**config.mk**
```make
export PLATFORM = sky130hd
export DESIGN_NAME = delta_frame_bit_decoder_core_flat
export DESIGN_NICKNAME = d
export VERILOG_FILES = /design/src/sv/dfbd_pkg.sv /design/src/sv/dfbd_stream_if.sv /design/src/sv/dfbd_ram.sv /design/src/sv/dfbd_apb.sv /design/src/sv/dfbd_parser.sv /design/src/sv/dfbd_emitter.sv /design/src/sv/delta_frame_bit_decoder_core.sv /design/src/flat_wrapper.sv
export SDC_FILE = /design/constraint.sdc
export NUM_CORES = 1
export LEC_CHECK = 0
export ABC_AREA = 1
export BUFFER_PORTS_ARGS = -buffer_cell sky130_fd_sc_hd__buf_2
export CORE_MARGIN = 2
export CORE_UTILIZATION = 45
export DETAILED_ROUTE_END_ITERATION = 7
export GPL_ROUTABILITY_DRIVEN = 0
export SYNTH_ARGS = -nofsm -noshare
export SYNTH_HDL_FRONTEND = slang
export SYNTH_SLANG_ARGS = --single-unit
```
**constraint.sdc**
```tcl
create_clock -name clk -period 5.75 [get_ports clk]
set_input_delay 0.2875 -clock clk [delete_from_list [all_inputs] [get_ports clk]]
set_output_delay 0.2875 -clock clk [all_outputs]
set_load 0.01 [all_outputs]
```
**src/sv/dfbd_pkg.sv**
```systemverilog
// Shared constants and types of the delta frame bit decoder.
// No dependencies; used by every RTL file of the block but dfbd_ram.
package dfbd_pkg;

    localparam int FRAME_BYTES = 32;
    localparam int IDX_W       = $clog2(FRAME_BYTES);
    localparam int POS_W       = IDX_W + 1;
    localparam int BYTE_W      = 8;
    localparam int CNT_W       = 32;
    localparam int SEEN_W      = 4;

    localparam logic [IDX_W-1:0] LAST_IDX = IDX_W'(FRAME_BYTES - 1);

    // Field widths of the parser phases
    localparam logic [SEEN_W-1:0] TYPE_BITS  = SEEN_W'(2);
    localparam logic [SEEN_W-1:0] COUNT_BITS = SEEN_W'(IDX_W);
    localparam logic [SEEN_W-1:0] BYTE_BITS  = SEEN_W'(BYTE_W);

    // Frame type codes
    localparam logic [1:0] FT_REPEAT = 2'b00;
    localparam logic [1:0] FT_RLE    = 2'b01;
    localparam logic [1:0] FT_INDEX  = 2'b10;
    localparam logic [1:0] FT_PLAIN  = 2'b11;

    // Request codes on the input channel
    localparam logic REQ_BIT     = 1'b0;
    localparam logic REQ_RESTART = 1'b1;

    // Result status codes
    localparam logic ST_FRAME = 1'b0;
    localparam logic ST_TRUNC = 1'b1;

    // APB register map
    localparam int APB_ADDR_W = 3;
    localparam int APB_DATA_W = 32;
    localparam logic REG_TOTAL_BITS = 1'b0;

    // Parser to emitter requests
    typedef struct packed {
        logic restart;
        logic frame;
        logic trunc;
    } emit_req_t;

    // Emitter status back to the parser
    typedef struct packed {
        logic busy;
    } emit_stat_t;

    // Emitter read port into the difference memory
    typedef struct packed {
        logic             re;
        logic [IDX_W-1:0] addr;
    } diff_rd_t;

endpackage

```
**src/sv/dfbd_stream_if.sv**
```systemverilog
// Valid/ready channel interfaces of the delta frame bit decoder.
// Depends on dfbd_pkg for field widths.
interface dfbd_in_if;
    logic valid;
    logic ready;
    logic req_type;
    logic stream_bit;

    modport source (output valid, output req_type, output stream_bit, input ready);
    modport sink   (input valid, input req_type, input stream_bit, output ready);
endinterface

interface dfbd_out_if;
    logic                             valid;
    logic                             ready;
    logic [dfbd_pkg::BYTE_W-1:0]      byte_value;
    logic [dfbd_pkg::IDX_W-1:0]       byte_index;
    logic                             frame_last;
    logic                             status;

    modport source (output valid, output byte_value, output byte_index,
                    output frame_last, output status, input ready);
    modport sink   (input valid, input byte_value, input byte_index,
                    input frame_last, input status, output ready);
endinterface

```
**src/sv/dfbd_ram.sv**
```systemverilog
// Generic single-write, single-read synchronous RAM with registered read.
// No dependencies.
module dfbd_ram #(
    parameter int WIDTH = 8,
    parameter int DEPTH = 32
) (
    input  logic                     clk,
    input  logic                     we,
    input  logic [$clog2(DEPTH)-1:0] waddr,
    input  logic [WIDTH-1:0]         wdata,
    input  logic                     re,
    input  logic [$clog2(DEPTH)-1:0] raddr,
    output logic [WIDTH-1:0]         rdata
);

    logic [WIDTH-1:0] mem [DEPTH];

    always_ff @(posedge clk)
    begin
        if (we)
        begin
            mem[waddr] <= wdata;
        end
        if (re)
        begin
            rdata <= mem[raddr];
        end
    end

endmodule

```
**src/sv/dfbd_apb.sv**
```systemverilog
// APB register block: holds the total_bits register.
// Depends on dfbd_pkg.
module dfbd_apb (
    input  logic                             clk,
    input  logic                             rst_n,
    input  logic                             psel,
    input  logic                             penable,
    input  logic                             pwrite,
    input  logic [dfbd_pkg::APB_ADDR_W-1:0]  paddr,
    input  logic [dfbd_pkg::APB_DATA_W-1:0]  pwdata,
    output logic [dfbd_pkg::APB_DATA_W-1:0]  prdata,
    output logic                             pready,
    output logic [dfbd_pkg::CNT_W-1:0]       total_bits
);

    logic [dfbd_pkg::CNT_W-1:0] total_bits_reg;
    logic                       wr_hit;

    // Register index is the word address
    assign wr_hit = psel && penable && pwrite && pready &&
                    (paddr[dfbd_pkg::APB_ADDR_W-1] == dfbd_pkg::REG_TOTAL_BITS);
    assign pready = 1'b1;

    always_ff @(posedge clk or negedge rst_n)
    begin
        if (!rst_n)
        begin
            total_bits_reg <= '0;
        end
        else if (wr_hit)
        begin
            total_bits_reg <= pwdata;
        end
    end

    // Read back
    always_comb
    begin
        unique case (paddr[dfbd_pkg::APB_ADDR_W-1])
            dfbd_pkg::REG_TOTAL_BITS: prdata = total_bits_reg;
            default:                  prdata = '0;
        endcase
    end

    assign total_bits = total_bits_reg;

endmodule

```
**src/sv/dfbd_parser.sv**
```systemverilog
// Bit parser: shifts stream bits into fields and builds the difference frame
// in a RAM with per-entry valid bits. Depends on dfbd_pkg, dfbd_stream_if, dfbd_ram.
module dfbd_parser (
    input  logic                        clk,
    input  logic                        rst_n,
    dfbd_in_if.sink                     in_ch,
    input  logic [dfbd_pkg::CNT_W-1:0]  total_bits,
    output dfbd_pkg::emit_req_t         req,
    input  dfbd_pkg::emit_stat_t        stat,
    input  dfbd_pkg::diff_rd_t          rd,
    output logic [dfbd_pkg::BYTE_W-1:0] diff_byte
);

    typedef enum logic [1:0] {P_RUN, P_FILL, P_WAIT} pstate_t;
    typedef enum logic [2:0] {
        PH_TYPE, PH_RLE_COUNT, PH_RLE_BYTE, PH_IDX_COUNT,
        PH_IDX_POS, PH_IDX_BYTE, PH_PLAIN
    } phase_t;

    pstate_t                            state_reg, state_next;
    phase_t                             phase_reg, phase_next;
    logic [dfbd_pkg::BYTE_W-1:0]        shift_reg, shift_next;
    logic [dfbd_pkg::SEEN_W-1:0]        seen_reg, seen_next;
    logic [dfbd_pkg::POS_W-1:0]         fill_reg, fill_next;
    logic [dfbd_pkg::POS_W-1:0]         entries_reg, entries_next;
    logic [dfbd_pkg::IDX_W-1:0]         held_reg, held_next;
    logic [dfbd_pkg::BYTE_W-1:0]        run_byte_reg, run_byte_next;
    logic [dfbd_pkg::CNT_W-1:0]         bc_reg, bc_next;
    logic [dfbd_pkg::FRAME_BYTES-1:0]   dvalid_reg, dvalid_next;
    logic                               dv_rd_reg;

    logic                               acc;
    logic                               wr_en;
    logic [dfbd_pkg::IDX_W-1:0]         wr_addr;
    logic [dfbd_pkg::BYTE_W-1:0]        wr_data;
    logic [dfbd_pkg::BYTE_W-1:0]        ram_q;

    assign in_ch.ready = (state_reg == P_RUN);
    assign acc         = in_ch.valid && in_ch.ready;

    // Next-state and field decode
    always_comb
    begin
        logic [dfbd_pkg::BYTE_W-1:0] sh;
        logic [dfbd_pkg::SEEN_W-1:0] sn;
        logic [dfbd_pkg::SEEN_W-1:0] wsel;
        logic [dfbd_pkg::POS_W-1:0]  fill_inc;
        logic [dfbd_pkg::POS_W-1:0]  ent_dec;
        logic                        done;
        logic                        to_fill;
        logic                        clr;

        state_next    = state_reg;
        phase_next    = phase_reg;
        shift_next    = shift_reg;
        seen_next     = seen_reg;
        fill_next     = fill_reg;
        entries_next  = entries_reg;
        held_next     = held_reg;
        run_byte_next = run_byte_reg;
        bc_next       = bc_reg;
        dvalid_next   = dvalid_reg;
        req           = '0;
        wr_en         = 1'b0;
        wr_addr       = fill_reg[dfbd_pkg::IDX_W-1:0];
        wr_data       = run_byte_reg;

        sh       = {shift_reg[dfbd_pkg::BYTE_W-2:0], in_ch.stream_bit};
        sn       = seen_reg + 1'b1;
        fill_inc = fill_reg + 1'b1;
        ent_dec  = entries_reg - 1'b1;
        done     = 1'b0;
        to_fill  = 1'b0;
        clr      = 1'b0;

        unique case (phase_reg)
            PH_TYPE:                             wsel = dfbd_pkg::TYPE_BITS;
            PH_RLE_COUNT, PH_IDX_COUNT, PH_IDX_POS: wsel = dfbd_pkg::COUNT_BITS;
            default:                             wsel = dfbd_pkg::BYTE_BITS;
        endcase

        unique case (state_reg)
            P_RUN:
            begin
                if (acc && (in_ch.req_type == dfbd_pkg::REQ_RESTART))
                begin
                    clr         = 1'b1;
                    bc_next     = '0;
                    dvalid_next = '0;
                    req.restart = 1'b1;
                end
                else if (acc && (bc_reg < total_bits))
                begin
                    bc_next = bc_reg + 1'b1;
                    if (sn >= wsel)
                    begin
                        shift_next = '0;
                        seen_next  = '0;
                        unique case (phase_reg)
                            PH_TYPE:
                            begin
                                dvalid_next = '0;
                                fill_next   = '0;
                                unique case (sh[1:0])
                                    dfbd_pkg::FT_REPEAT: done       = 1'b1;
                                    dfbd_pkg::FT_RLE:    phase_next = PH_RLE_COUNT;
                                    dfbd_pkg::FT_INDEX:  phase_next = PH_IDX_COUNT;
                                    default:             phase_next = PH_PLAIN;
                                endcase
                            end
                            PH_RLE_COUNT:
                            begin
                                entries_next = {1'b0, sh[dfbd_pkg::IDX_W-1:0]} + 1'b1;
                                phase_next   = PH_RLE_BYTE;
                            end
                            PH_RLE_BYTE:
                            begin
                                // Run is written one entry a cycle
                                run_byte_next = sh;
                                phase_next    = PH_RLE_COUNT;
                                to_fill       = 1'b1;
                            end
                            PH_IDX_COUNT:
                            begin
                                entries_next = {1'b0, sh[dfbd_pkg::IDX_W-1:0]} + 1'b1;
                                phase_next   = PH_IDX_POS;
                            end
                            PH_IDX_POS:
                            begin
                                held_next  = sh[dfbd_pkg::IDX_W-1:0];
                                phase_next = PH_IDX_BYTE;
                            end
                            PH_IDX_BYTE:
                            begin
                                wr_en   = 1'b1;
                                wr_addr = held_reg;
                                wr_data = sh;
                                dvalid_next[held_reg] = 1'b1;
                                if (entries_reg != '0)
                                begin
                                    entries_next = ent_dec;
                                end
                                if ((entries_reg == '0) || (ent_dec == '0))
                                begin
                                    done = 1'b1;
                                end
                                else
                                begin
                                    phase_next = PH_IDX_POS;
                                end
                            end
                            default:
                            begin
                                // Plain bytes fill in order
                                if (!fill_reg[dfbd_pkg::POS_W-1])
                                begin
                                    wr_en     = 1'b1;
                                    wr_data   = sh;
                                    dvalid_next[fill_reg[dfbd_pkg::IDX_W-1:0]] = 1'b1;
                                    fill_next = fill_inc;
                                    done      = fill_inc[dfbd_pkg::POS_W-1];
                                end
                                else
                                begin
                                    done = 1'b1;
                                end
                            end
                        endcase
                    end
                    else
                    begin
                        shift_next = sh;
                        seen_next  = sn;
                    end

                    if (done)
                    begin
                        clr        = 1'b1;
                        req.frame  = 1'b1;
                        state_next = P_WAIT;
                    end
                    else if (to_fill)
                    begin
                        state_next = P_FILL;
                    end
                    else if (bc_next == total_bits)
                    begin
                        clr        = 1'b1;
                        req.trunc  = 1'b1;
                        state_next = P_WAIT;
                    end
                end
            end
            P_FILL:
            begin
                if ((entries_reg != '0) && !fill_reg[dfbd_pkg::POS_W-1])
                begin
                    wr_en        = 1'b1;
                    dvalid_next[fill_reg[dfbd_pkg::IDX_W-1:0]] = 1'b1;
                    fill_next    = fill_inc;
                    entries_next = ent_dec;
                end
                else if (fill_reg[dfbd_pkg::POS_W-1])
                begin
                    clr        = 1'b1;
                    req.frame  = 1'b1;
                    state_next = P_WAIT;
                end
                else if (bc_reg == total_bits)
                begin
                    clr        = 1'b1;
                    req.trunc  = 1'b1;
                    state_next = P_WAIT;
                end
                else
                begin
                    state_next = P_RUN;
                end
            end
            P_WAIT:
            begin
                if (!stat.busy)
                begin
                    state_next = P_RUN;
                end
            end
            default:
            begin
                state_next = P_RUN;
            end
        endcase

        // Back to waiting for type bits
        if (clr)
        begin
            phase_next   = PH_TYPE;
            shift_next   = '0;
            seen_next    = '0;
            fill_next    = '0;
            entries_next = '0;
            held_next    = '0;
        end
    end

    // Control state
    always_ff @(posedge clk or negedge rst_n)
    begin
        if (!rst_n)
        begin
            state_reg   <= P_RUN;
            phase_reg   <= PH_TYPE;
            shift_reg   <= '0;
            seen_reg    <= '0;
            fill_reg    <= '0;
            entries_reg <= '0;
            held_reg    <= '0;
            bc_reg      <= '0;
            dvalid_reg  <= '0;
        end
        else
        begin
            state_reg   <= state_next;
            phase_reg   <= phase_next;
            shift_reg   <= shift_next;
            seen_reg    <= seen_next;
            fill_reg    <= fill_next;
            entries_reg <= entries_next;
            held_reg    <= held_next;
            bc_reg      <= bc_next;
            dvalid_reg  <= dvalid_next;
        end
    end

    // Run byte and valid bit of the entry being read
    always_ff @(posedge clk)
    begin
        run_byte_reg <= run_byte_next;
        if (rd.re)
        begin
            dv_rd_reg <= dvalid_reg[rd.addr];
        end
    end

    dfbd_ram #(
        .WIDTH (dfbd_pkg::BYTE_W),
        .DEPTH (dfbd_pkg::FRAME_BYTES)
    ) u_diff_ram (
        .clk   (clk),
        .we    (wr_en),
        .waddr (wr_addr),
        .wdata (wr_data),
        .re    (rd.re),
        .raddr (rd.addr),
        .rdata (ram_q)
    );

    // Entries not written since the frame start read as zero
    assign diff_byte = dv_rd_reg ? ram_q : '0;

endmodule

```
**src/sv/dfbd_emitter.sv**
```systemverilog
// Frame emitter: reads last and difference bytes, adds them, writes the sum
// back to the last-frame RAM and drives the result register.
// Depends on dfbd_pkg, dfbd_stream_if, dfbd_ram.
module dfbd_emitter (
    input  logic                        clk,
    input  logic                        rst_n,
    input  dfbd_pkg::emit_req_t         req,
    output dfbd_pkg::emit_stat_t        stat,
    output dfbd_pkg::diff_rd_t          rd,
    input  logic [dfbd_pkg::BYTE_W-1:0] diff_byte,
    dfbd_out_if.source                  out_ch
);

    typedef enum logic [1:0] {E_IDLE, E_FRAME, E_TRUNC} estate_t;

    estate_t                          state_reg;
    logic [dfbd_pkg::POS_W-1:0]       rd_cnt_reg;
    logic                             pend_reg;
    logic [dfbd_pkg::IDX_W-1:0]       pend_idx_reg;
    logic [dfbd_pkg::FRAME_BYTES-1:0] lvalid_reg;
    logic                             lv_rd_reg;
    logic                             out_valid_reg;
    logic [dfbd_pkg::BYTE_W-1:0]      out_value_reg;
    logic [dfbd_pkg::IDX_W-1:0]       out_index_reg;
    logic                             out_last_reg;
    logic                             out_status_reg;

    logic                             slot_free;
    logic                             consume;
    logic                             issue;
    logic                             trunc_load;
    logic [dfbd_pkg::BYTE_W-1:0]      last_q;
    logic [dfbd_pkg::BYTE_W-1:0]      last_byte;
    logic [dfbd_pkg::BYTE_W-1:0]      sum;

    // Read one entry ahead of the result register
    assign slot_free  = !out_valid_reg || out_ch.ready;
    assign consume    = (state_reg == E_FRAME) && pend_reg && slot_free;
    assign issue      = (state_reg == E_FRAME) && !rd_cnt_reg[dfbd_pkg::POS_W-1] &&
                        (!pend_reg || consume);
    assign trunc_load = (state_reg == E_TRUNC) && slot_free;

    assign rd.re   = issue;
    assign rd.addr = rd_cnt_reg[dfbd_pkg::IDX_W-1:0];

    assign last_byte = lv_rd_reg ? last_q : '0;
    assign sum       = last_byte + diff_byte;

    assign stat.busy = (state_reg != E_IDLE);

    dfbd_ram #(
        .WIDTH (dfbd_pkg::BYTE_W),
        .DEPTH (dfbd_pkg::FRAME_BYTES)
    ) u_last_ram (
        .clk   (clk),
        .we    (consume),
        .waddr (pend_idx_reg),
        .wdata (sum),
        .re    (issue),
        .raddr (rd_cnt_reg[dfbd_pkg::IDX_W-1:0]),
        .rdata (last_q)
    );

    // Sequencer and output valid
    always_ff @(posedge clk or negedge rst_n)
    begin
        if (!rst_n)
        begin
            state_reg     <= E_IDLE;
            rd_cnt_reg    <= '0;
            pend_reg      <= 1'b0;
            pend_idx_reg  <= '0;
            lvalid_reg    <= '0;
            out_valid_reg <= 1'b0;
        end
        else
        begin
            if (req.restart)
            begin
                lvalid_reg <= '0;
            end

            unique case (state_reg)
                E_IDLE:
                begin
                    if (req.frame)
                    begin
                        state_reg  <= E_FRAME;
                        rd_cnt_reg <= '0;
                        pend_reg   <= 1'b0;
                    end
                    else if (req.trunc)
                    begin
                        state_reg <= E_TRUNC;
                    end
                end
                E_FRAME:
                begin
                    if (issue)
                    begin
                        rd_cnt_reg   <= rd_cnt_reg + 1'b1;
                        pend_reg     <= 1'b1;
                        pend_idx_reg <= rd_cnt_reg[dfbd_pkg::IDX_W-1:0];
                    end
                    else if (consume)
                    begin
                        pend_reg <= 1'b0;
                    end
                    if (consume)
                    begin
                        lvalid_reg[pend_idx_reg] <= 1'b1;
                        if (pend_idx_reg == dfbd_pkg::LAST_IDX)
                        begin
                            state_reg <= E_IDLE;
                        end
                    end
                end
                E_TRUNC:
                begin
                    if (slot_free)
                    begin
                        state_reg <= E_IDLE;
                    end
                end
                default:
                begin
                    state_reg <= E_IDLE;
                end
            endcase

            if (consume || trunc_load)
            begin
                out_valid_reg <= 1'b1;
            end
            else if (out_ch.ready)
            begin
                out_valid_reg <= 1'b0;
            end
        end
    end

    // Result payload
    always_ff @(posedge clk)
    begin
        if (issue)
        begin
            lv_rd_reg <= lvalid_reg[rd_cnt_reg[dfbd_pkg::IDX_W-1:0]];
        end
        if (consume)
        begin
            out_value_reg  <= sum;
            out_index_reg  <= pend_idx_reg;
            out_last_reg   <= (pend_idx_reg == dfbd_pkg::LAST_IDX);
            out_status_reg <= dfbd_pkg::ST_FRAME;
        end
        else if (trunc_load)
        begin
            out_value_reg  <= '0;
            out_index_reg  <= '0;
            out_last_reg   <= 1'b1;
            out_status_reg <= dfbd_pkg::ST_TRUNC;
        end
    end

    assign out_ch.valid      = out_valid_reg;
    assign out_ch.byte_value = out_value_reg;
    assign out_ch.byte_index = out_index_reg;
    assign out_ch.frame_last = out_last_reg;
    assign out_ch.status     = out_status_reg;

endmodule

```
**src/sv/delta_frame_bit_decoder_core.sv**
```systemverilog
// Channel | dir | payload
// in_ch   | in  | req_type, stream_bit (one bit or a restart per transaction)
// out_ch  | out | byte_value, byte_index, frame_last, status
// apb     | in  | total_bits at byte address 0
//
// One stream bit per cycle while a field is parsed; reset and restart clear both frame
// stores at once through per-entry valid bits.
// A run-length byte holds ready low for one difference RAM write per
// byte, clipped at the frame end, and then while the next step is picked.
// A finished frame holds ready low while its 32 entries are read, one per cycle unless
// out_ch stalls, plus the handoff; a truncation holds it low for handoff and stalls.
// Top level of the delta frame bit decoder. Depends on dfbd_pkg, dfbd_stream_if,
// dfbd_apb, dfbd_parser and dfbd_emitter.
module delta_frame_bit_decoder_core (
    input  logic                            clk,
    input  logic                            rst_n,
    input  logic                            psel,
    input  logic                            penable,
    input  logic                            pwrite,
    input  logic [dfbd_pkg::APB_ADDR_W-1:0] paddr,
    input  logic [dfbd_pkg::APB_DATA_W-1:0] pwdata,
    output logic [dfbd_pkg::APB_DATA_W-1:0] prdata,
    output logic                            pready,
    dfbd_in_if.sink                         in_ch,
    dfbd_out_if.source                      out_ch
);

    logic [dfbd_pkg::CNT_W-1:0]  total_bits;
    dfbd_pkg::emit_req_t         req;
    dfbd_pkg::emit_stat_t        stat;
    dfbd_pkg::diff_rd_t          rd;
    logic [dfbd_pkg::BYTE_W-1:0] diff_byte;

    dfbd_apb u_apb (
        .clk        (clk),
        .rst_n      (rst_n),
        .psel       (psel),
        .penable    (penable),
        .pwrite     (pwrite),
        .paddr      (paddr),
        .pwdata     (pwdata),
        .prdata     (prdata),
        .pready     (pready),
        .total_bits (total_bits)
    );

    dfbd_parser u_parser (
        .clk        (clk),
        .rst_n      (rst_n),
        .in_ch      (in_ch),
        .total_bits (total_bits),
        .req        (req),
        .stat       (stat),
        .rd         (rd),
        .diff_byte  (diff_byte)
    );

    dfbd_emitter u_emitter (
        .clk       (clk),
        .rst_n     (rst_n),
        .req       (req),
        .stat      (stat),
        .rd        (rd),
        .diff_byte (diff_byte),
        .out_ch    (out_ch)
    );

endmodule

```
**src/flat_wrapper.sv**
```systemverilog
// flat-port wrapper written by rule: the top's interface ports become plain ports
module delta_frame_bit_decoder_core_flat 
  (clk, rst_n, psel, penable, pwrite, paddr, pwdata, prdata, pready, in_ch_valid, in_ch_req_type, in_ch_stream_bit, in_ch_ready, out_ch_valid, out_ch_byte_value, out_ch_byte_index, out_ch_frame_last, out_ch_status, out_ch_ready);
  dfbd_in_if in_ch_i ();
  dfbd_out_if out_ch_i ();
  input  logic clk;
  input  logic rst_n;
  input  logic psel;
  input  logic penable;
  input  logic pwrite;
  input  logic [dfbd_pkg::APB_ADDR_W-1:0] paddr;
  input  logic [dfbd_pkg::APB_DATA_W-1:0] pwdata;
  output logic [dfbd_pkg::APB_DATA_W-1:0] prdata;
  output logic pready;
  input wire logic [$bits(in_ch_i.valid)-1:0] in_ch_valid;
  input wire logic [$bits(in_ch_i.req_type)-1:0] in_ch_req_type;
  input wire logic [$bits(in_ch_i.stream_bit)-1:0] in_ch_stream_bit;
  output wire logic [$bits(in_ch_i.ready)-1:0] in_ch_ready;
  output wire logic [$bits(out_ch_i.valid)-1:0] out_ch_valid;
  output wire logic [$bits(out_ch_i.byte_value)-1:0] out_ch_byte_value;
  output wire logic [$bits(out_ch_i.byte_index)-1:0] out_ch_byte_index;
  output wire logic [$bits(out_ch_i.frame_last)-1:0] out_ch_frame_last;
  output wire logic [$bits(out_ch_i.status)-1:0] out_ch_status;
  input wire logic [$bits(out_ch_i.ready)-1:0] out_ch_ready;
  assign in_ch_i.valid = in_ch_valid;
  assign in_ch_i.req_type = in_ch_req_type;
  assign in_ch_i.stream_bit = in_ch_stream_bit;
  assign in_ch_ready = in_ch_i.ready;
  assign out_ch_valid = out_ch_i.valid;
  assign out_ch_byte_value = out_ch_i.byte_value;
  assign out_ch_byte_index = out_ch_i.byte_index;
  assign out_ch_frame_last = out_ch_i.frame_last;
  assign out_ch_status = out_ch_i.status;
  assign out_ch_i.ready = out_ch_ready;
  delta_frame_bit_decoder_core u_core (.clk(clk), .rst_n(rst_n), .psel(psel), .penable(penable), .pwrite(pwrite), .paddr(paddr), .pwdata(pwdata), .prdata(prdata), .pready(pready), .in_ch(in_ch_i), .out_ch(out_ch_i));
endmodule
```
# Word-level counts from Yosys, hierarchy flattened
# Memories as Yosys holds them, arrays and structs flattened. A register that Yosys moved wholly into a read port is not among the register bits.
# Index checks and enable logic that the tools add are counted.
op_classes:
  n_bitwise: 5
  n_eq_ne: 42
  n_addsub: 7
  muxes: 151
  order_cmp: 9
  reduce_logical: 61
op_table:
  columns: ["cell", "count"]
  rows:
  - ["$mux W32", 11]
  - ["$or A32 B32 Y32", 3]
  - ["$pmux W32 S3", 1]
  - ["$mux W6", 14]
  - ["$mux W8", 9]
  - ["$mux W5", 13]
  - ["$eq A32 B32 Y1", 2]
  - ["$pmux W32 S2", 1]
  - ["$pmux W6 S2", 5]
  - ["$mux W1", 47]
  - ["$mux W7", 5]
  - ["$mux W2", 17]
  - ["$add A32 B1 Y32 const B", 1]
  - ["$lt A32 B32 Y1", 1]
  - ["$lt A5 B6 Y1 const B", 4]
  - ["$reduce_and A7 Y1", 3]
  - ["$mux W4", 5]
  - ["$reduce_bool A2 Y1", 10]
  - ["$mux W3", 6]
  - ["$pmux W3 S6", 1]
  - ["$pmux W8 S2", 1]
  - ["$demux W1 S5", 3]
  - ["$ge A5 B1 Y1 const B", 3]
  - ["$logic_and A1 B1 Y1", 15]
  - ["46 further kinds", 94]
word_totals:
  mem_count: 2
  wordCells: 301
  ramBits: 512
  ff_bits: 201
mem_list:
  columns: ["name", "words", "word_bits", "rd", "rd_clocked_by_memory_dff", "write_ports", "line", "source"]
  rows:
  - ["u_core.u_emitter.u_last_ram.mem", 32, 8, 1, 1, 1, "dfbd_ram.sv:16", "logic [WIDTH-1:0] mem [DEPTH];"]
  - ["u_core.u_parser.u_diff_ram.mem", 32, 8, 1, 1, 1, "dfbd_ram.sv:16", null]

# Depth between registers and ports, before layout
depth:
  ltp_word: 16
  ltp_mapped: 21

# By module
# From an unflattened synthesis, not the netlist that was laid out.
hier_totals:
  hier_cells: 3830
  hier_area_um2: 35579.1
by_module_without_submodules:
  columns: ["module", "area_per_inst_um2", "seq_area_each_um2", "instances", "cells_each"]
  rows:
  - ["dfbd_ram", 10866.7, 7927.6, 2, 922]
  - ["dfbd_parser", 8894.8, 2697.6, 1, 1375]
  - ["dfbd_emitter", 3364.5, 1646.6, 1, 399]
  - ["dfbd_apb", 1586.5, 800.8, 1, 212]

# Worst setup path after synthesis
# No wires, ideal clock.
synth_timing:
  kind: "register to register"
  start: "register u_core.u_parser.phase_reg[1]"
  end: "memory u_core.u_parser.u_diff_ram.mem[0][3], data pin"
  t_required_ps: 5296
  period_less_slack_ps: 3979
  setup_time_ps: 454
  path_stages_with_launch: 14
  arrival_ps: 3525
  path_slack_ps: 1771
  n_path_buf: 0
  path_cell_list: "dfrtp_1 nor2_1 inv_1 nor2_1 inv_1 ha_1 a21oi_1 o21ai_0 a31oi_1 nor2_1 nand3_1 inv_2 nand2_1 o21ai_0"
synth_between:
  elab_chain_len: 8
  elab_cells_between_ends: 15
  cone_classes: "order compare: 1; eq/ne: 5; mux: 6; reduce/logical: 3"
synth_rtl:
  columns: ["element", "line", "source"]
  rows:
  - ["start, declared", "dfbd_parser.sv:21", "phase_t phase_reg, phase_next;"]
  - ["start signal, assigned", "dfbd_parser.sv:263", "phase_reg <= phase_next;"]
  - ["$eq A3 B3 Y1, or another cell as far along", "dfbd_parser.sv:76, dfbd_parser.sv:99", null]
  - ["$reduce_or A3 Y1", "dfbd_parser.sv:76", "unique case (phase_reg)"]
  - ["$pmux W4 S2", "dfbd_parser.sv:76", null]
  - ["$ge A4 B4 Y1", "dfbd_parser.sv:95", "if (sn >= wsel)"]
  - ["$mux W8 (*)", "dfbd_parser.sv:95", null]
  - ["$mux W8 (*)", "dfbd_parser.sv:92", "else if (acc && (bc_reg < total_bits))"]
  - ["$mux W8 (*)", "dfbd_parser.sv:85", "if (acc && (in_ch.req_type == dfbd_pkg::REQ_RESTART))"]
  - ["$mux W8 (*)", "dfbd_parser.sv:82", "unique case (state_reg)"]
  - ["via u_core.u_parser.u_diff_ram.wdata[3]", "dfbd_ram.sv:10", "input logic [WIDTH-1:0] wdata,"]
  - ["end, declared", "dfbd_ram.sv:16", null]
# Mark *: on every way through the listed nets, which the timed path passes. The rest lies on a longest branch.

# Worst setup path in the final report
layout_timing:
  start: "register u_core.u_apb.total_bits_reg (netlist bit u_core.u_apb.total_bits[31])"
  end: "memory u_core.u_parser.u_diff_ram.mem[23][3] (enable)"
layout_between:
  elab_chain_len: 7
  elab_cells_between_ends: 10
  cone_classes: "order compare: 1; mux: 8; reduce/logical: 1"
layout_rtl:
  columns: ["element", "line", "source"]
  rows:
  - ["start, declared", "dfbd_apb.sv:16", "logic [dfbd_pkg::CNT_W-1:0] total_bits_reg;"]
  - ["start signal, assigned", "dfbd_apb.sv:32", "total_bits_reg <= pwdata;"]
  - ["$lt A32 B32 Y1 (*)", "dfbd_parser.sv:92", null]
  - ["$logic_and A1 B1 Y1 (*)", "dfbd_parser.sv:92", null]
  - ["$mux W1", "dfbd_parser.sv:92", null]
  - ["$mux W1", "dfbd_parser.sv:85", null]
  - ["$pmux W1 S2", "dfbd_parser.sv:82", null]
  - ["$mux W1", "dfbd_ram.sv:20", "if (we)"]
  - ["$mux W1 (not written as such)", "dfbd_ram.sv:22", "mem[waddr] <= wdata;"]
# Every way passes the cells marked *; elsewhere a longest branch is shown, timed or not.

==> flow_metrics.py <==
metrics = {
    "worst_setup_path": {
        "required_ns": 6.01,
        "worstReg2RegStart": "u_core.u_apb.total_bits[31]",
        "r2r.worst_path.cells": 15,
        "endpoint": "u_core.u_parser.u_diff_ram.mem[23][3]",
        "cp_max_fo": 12,
        "r2r-end": "u_core.u_parser.u_diff_ram.mem[23][3]",
        "path_class": "flop to flop",
        "start_kind": "flop",
        "critPathCaptureType": "flop",
        "crit_start": "u_core.u_apb.total_bits[31]",
        "crit_arrival_ns": 4.81,
        "ff2ff_setup_slack_ns": 1.20,
    },
    "layout": {
        "final_common_cell": "nor2_1",
        "largestRegisters": "u_core.u_emitter.u_last_ram.mem x256, u_core.u_parser.u_diff_ram.mem x256",
        "drive_gt1_share_pct": 8.83,
        "layout_common_cells": "556 x nor2_1, 552 x edfxtp_1, 533 x nand2_1",
        "areaGrowthSynthToFinish_pct": 13.6,
        "fin_nets": 3639,
        "diodes": 0,
    },
    "route": {
        "num_vias": 25400,
        "via_per_inst": 5.54,
        "drc": 0,
        "wl_per_cell_um": 19.5,
        "firstDrtPassIters": 5,
        "antenna_left": 0,
        "drt-total-wl_mm": 89.3,
        "drtIter0Drc": 2162,
    },
    "synth": {
        "ys_ff_latch": 729,
        "synth_cells": 3459,
        "syn_nets": 3559,
        "ys_warn_count": 0,
        "synth_edf_count": 552,
        "async_flop_share_pct": 24.1,
        "yosysUniqueCellTypes": 53,
        "postSynthAreaPerCell_um2": 9.80,
        "syn_area_um2": 33900,
        "synth_ff_type": "edfxtp_1",
        "synth-seq-area-share_pct": 61.9,
    },
    "global_route": {
        "grt_max_degree": 175,
        "antenna_found_initial": 0,
        "grt_pass1_wl_mm": 139,
        "grt_overflow": 0,
        "grtUsageTotal_pct": 22.9,
        "grt_pass1_vias": 24100,
    },
    "timing": {
        "min_period_over_period_pct": 79.1,
        "worstMarginPinSlew_ns": 1.14,
        "fmax_mhz": 220,
        "maxSlewHeadroom_pct": 23.5,
        "rsz0062_at_grt": "false",
        "setup_viol": 0,
        "final_max_slew_viol_count": 0,
        "fin_crit_ns": 4.55,
        "tns_ns": 0,
        "hold_violations": 0,
        "finalClockSkew_ns": 0.0307,
        "holdWs_ns": 0.0893,
    },
    "clock_network": {
        "cts_setup_buffers": 0,
        "root_buffer": "clkbuf_16",
        "cts.repair.resized": 0,
        "clk_latency_ns": 0.64,
        "htree_num_levels": 3,
        "cts_hold_buffers": 34,
        "cts_buffers": 80,
        "cts_tree": "built",
        "clock_sinks": 729,
        "clockBufferDepth": 3,
        "clk_pin_slew_worst_paths_ns": 0.06,
    },
    "die": {
        "dieHeight_um": 279,
        "core_area_um2": 74600,
        "dieWidth_um": 279,
        "die-area_um2": 77600,
        "initial_core_util_pct": 45.5,
        "fp-row-count": 100,
        "ios": 94,
    },
    "placed_design": {
        "io_buffers": 90,
        "hpwl_mm": 56.0,
    },
    "power": {
        "pwr_density_cell_nw_per_um2": 511,
        "p_leak_nw": 14.5,
        "peakVddDrop_v": 0.000356,
    },
    "run": {
        "cap_violations": 0,
    },
    "hold_path": {
        "hp-class": "input port to flop",
    },
    "status": {
        "outcome": "completed",
    },
}
-- worst min-delay path by stage --
| stage | end | start | cells after the start | slack [ns] |
|---|---|---|---|---|
| after detailed placement | u_core.u_parser.bc_reg[3] | rst_n | 1 | 0.31 |
| after CTS | u_core.u_emitter.out_ch.valid | out_ch_ready | 4 | 0.07 |
| after global placement | u_core.u_parser.bc_reg[3] | rst_n | 1 | 0.31 |
| after global routing | u_core.u_emitter.out_ch.valid | out_ch_ready | 4 | 0.08 |
| final | u_core.u_emitter.out_ch.valid | out_ch_ready | 4 | 0.09 |
| after floorplan | u_core.u_apb.total_bits[0] | rst_n | 0 | -0.008 |
-- final cells by class --
cell class	instances	area (um2)
Clock buffer	97	2120
Clock inverter	49	724
Fill cell	6654	36100
Inverter	268	1020
Multi-Input combinational cell	2290	11300
Sequential cell	729	21000
Tap cell	969	1210
Timing Repair Buffer	170	1140
-- kinds of logic (layout without fill, tap and decap cells) --
family | count (synthesis) | after routing | synth area share [%]
buffers and inverters | 440 | 584 | 4.94
XOR/XNOR | 20 | 20 | 0.517
other | 1 | 1 | 0.0111
adder cells (fa/ha/maj) | 56 | 56 | 2.09
AO/OA/AOI/OAI | 850 | 850 | 13.9
flip-flops | 729 | 729 | 61.9
multiplexers | 1 | 1 | 0.0332
AND/OR/NAND/NOR | 1362 | 1362 | 16.5
-- synth_stat cells, types with 2 or more instances --
cell type	instances	area [um2]
a21oi_1	130	651
a221oi_1	2	17.5
a31oi_1	5	31.3
buf_1	15	56.3
buf_4	2	15.0
buf_6	2	22.5
clkbuf_1	152	571
clkinv_1	6	22.5
dfrtp_1	176	4400
edfxtp_1	552	16600
ha_1	55	688
inv_1	257	965
inv_2	5	18.8
nand2_1	533	2000
nand2_2	7	43.8
nand2_4	3	33.8
nand3_1	182	911
nand3_2	2	20.0
nand4_1	30	188
nor2_1	558	2090
nor2_2	8	50.1
nor2_4	5	56.3
nor3_1	25	125
o211ai_1	21	158
o21ai_0	504	2520
o21ai_1	9	45.0
o21bai_1	7	52.6
o221ai_1	54	473
o22ai_1	109	682
o31ai_1	2	15.0
xnor2_1	4	35.0
xor2_1	16	140
-- layer usage --
| metal | global-route usage [%] | part of all wire (%) | wire length, um |
|---|---|---|---|
| met1 | 32.1 | 45 | 40300 |
| met2 | 37.1 | 47 | 41600 |
| met4 | 7.07 | 3.0 | 2640 |
| met5 | 0 | 0 | 0 |
| met3 | 3.13 | 5.3 | 4740 |
-- critical path, stage by stage, from the launching register on --
cell and delay, ns:
dfrtp_1 0.34, inv_1 0.09, ha_1 0.32, nand2_1 0.08
nor2_1 0.15, nand2_1 0.12, nor4b_1 0.72, nand2_1 0.21
nand3_1 0.12, buf_4 0.21, inv_2 0.09, nand2_2 0.15
o21ai_0 0.23, inv_1 0.13, nand3_1 0.31, nor2_1 0.90
-- stage by stage --
| stage | std cells | util, % | instance area (um2) | setup WS, ns | total power [mW] |
|---|---|---|---|---|---|
| 2_1_floorplan | 3459 | - | 33900 | 1.77 | 11.8 |
| 3_3_place_gp | 4392 | 47.4 | 35300 | 1.22 | 14.2 |
| 3_5_place_dp | 4392 | 47.4 | 35300 | 1.22 | 14.3 |
| 4_1_cts | 4572 | 51.6 | 38500 | 1.19 | 19.8 |
| 5_1_grt | 4572 | 51.6 | 38500 | 0.772 | 20.8 |
| 6_report | 4572 | 51.6 | 38500 | 1.20 | 19.7 |
-- report_power, final --
| part | switching, mW | leakage (nW) | internal [mW] |
|---|---|---|---|
| Combinational | 5.05 | 5.86 | 1.67 |
| Clock | 2.19 | 1.38 | 3.33 |
| Sequential | 0.290 | 7.31 | 7.17 |
| Total | 7.53 | 14.5 | 12.2 |
No activity file was read; power rests on OpenSTA's default activity.
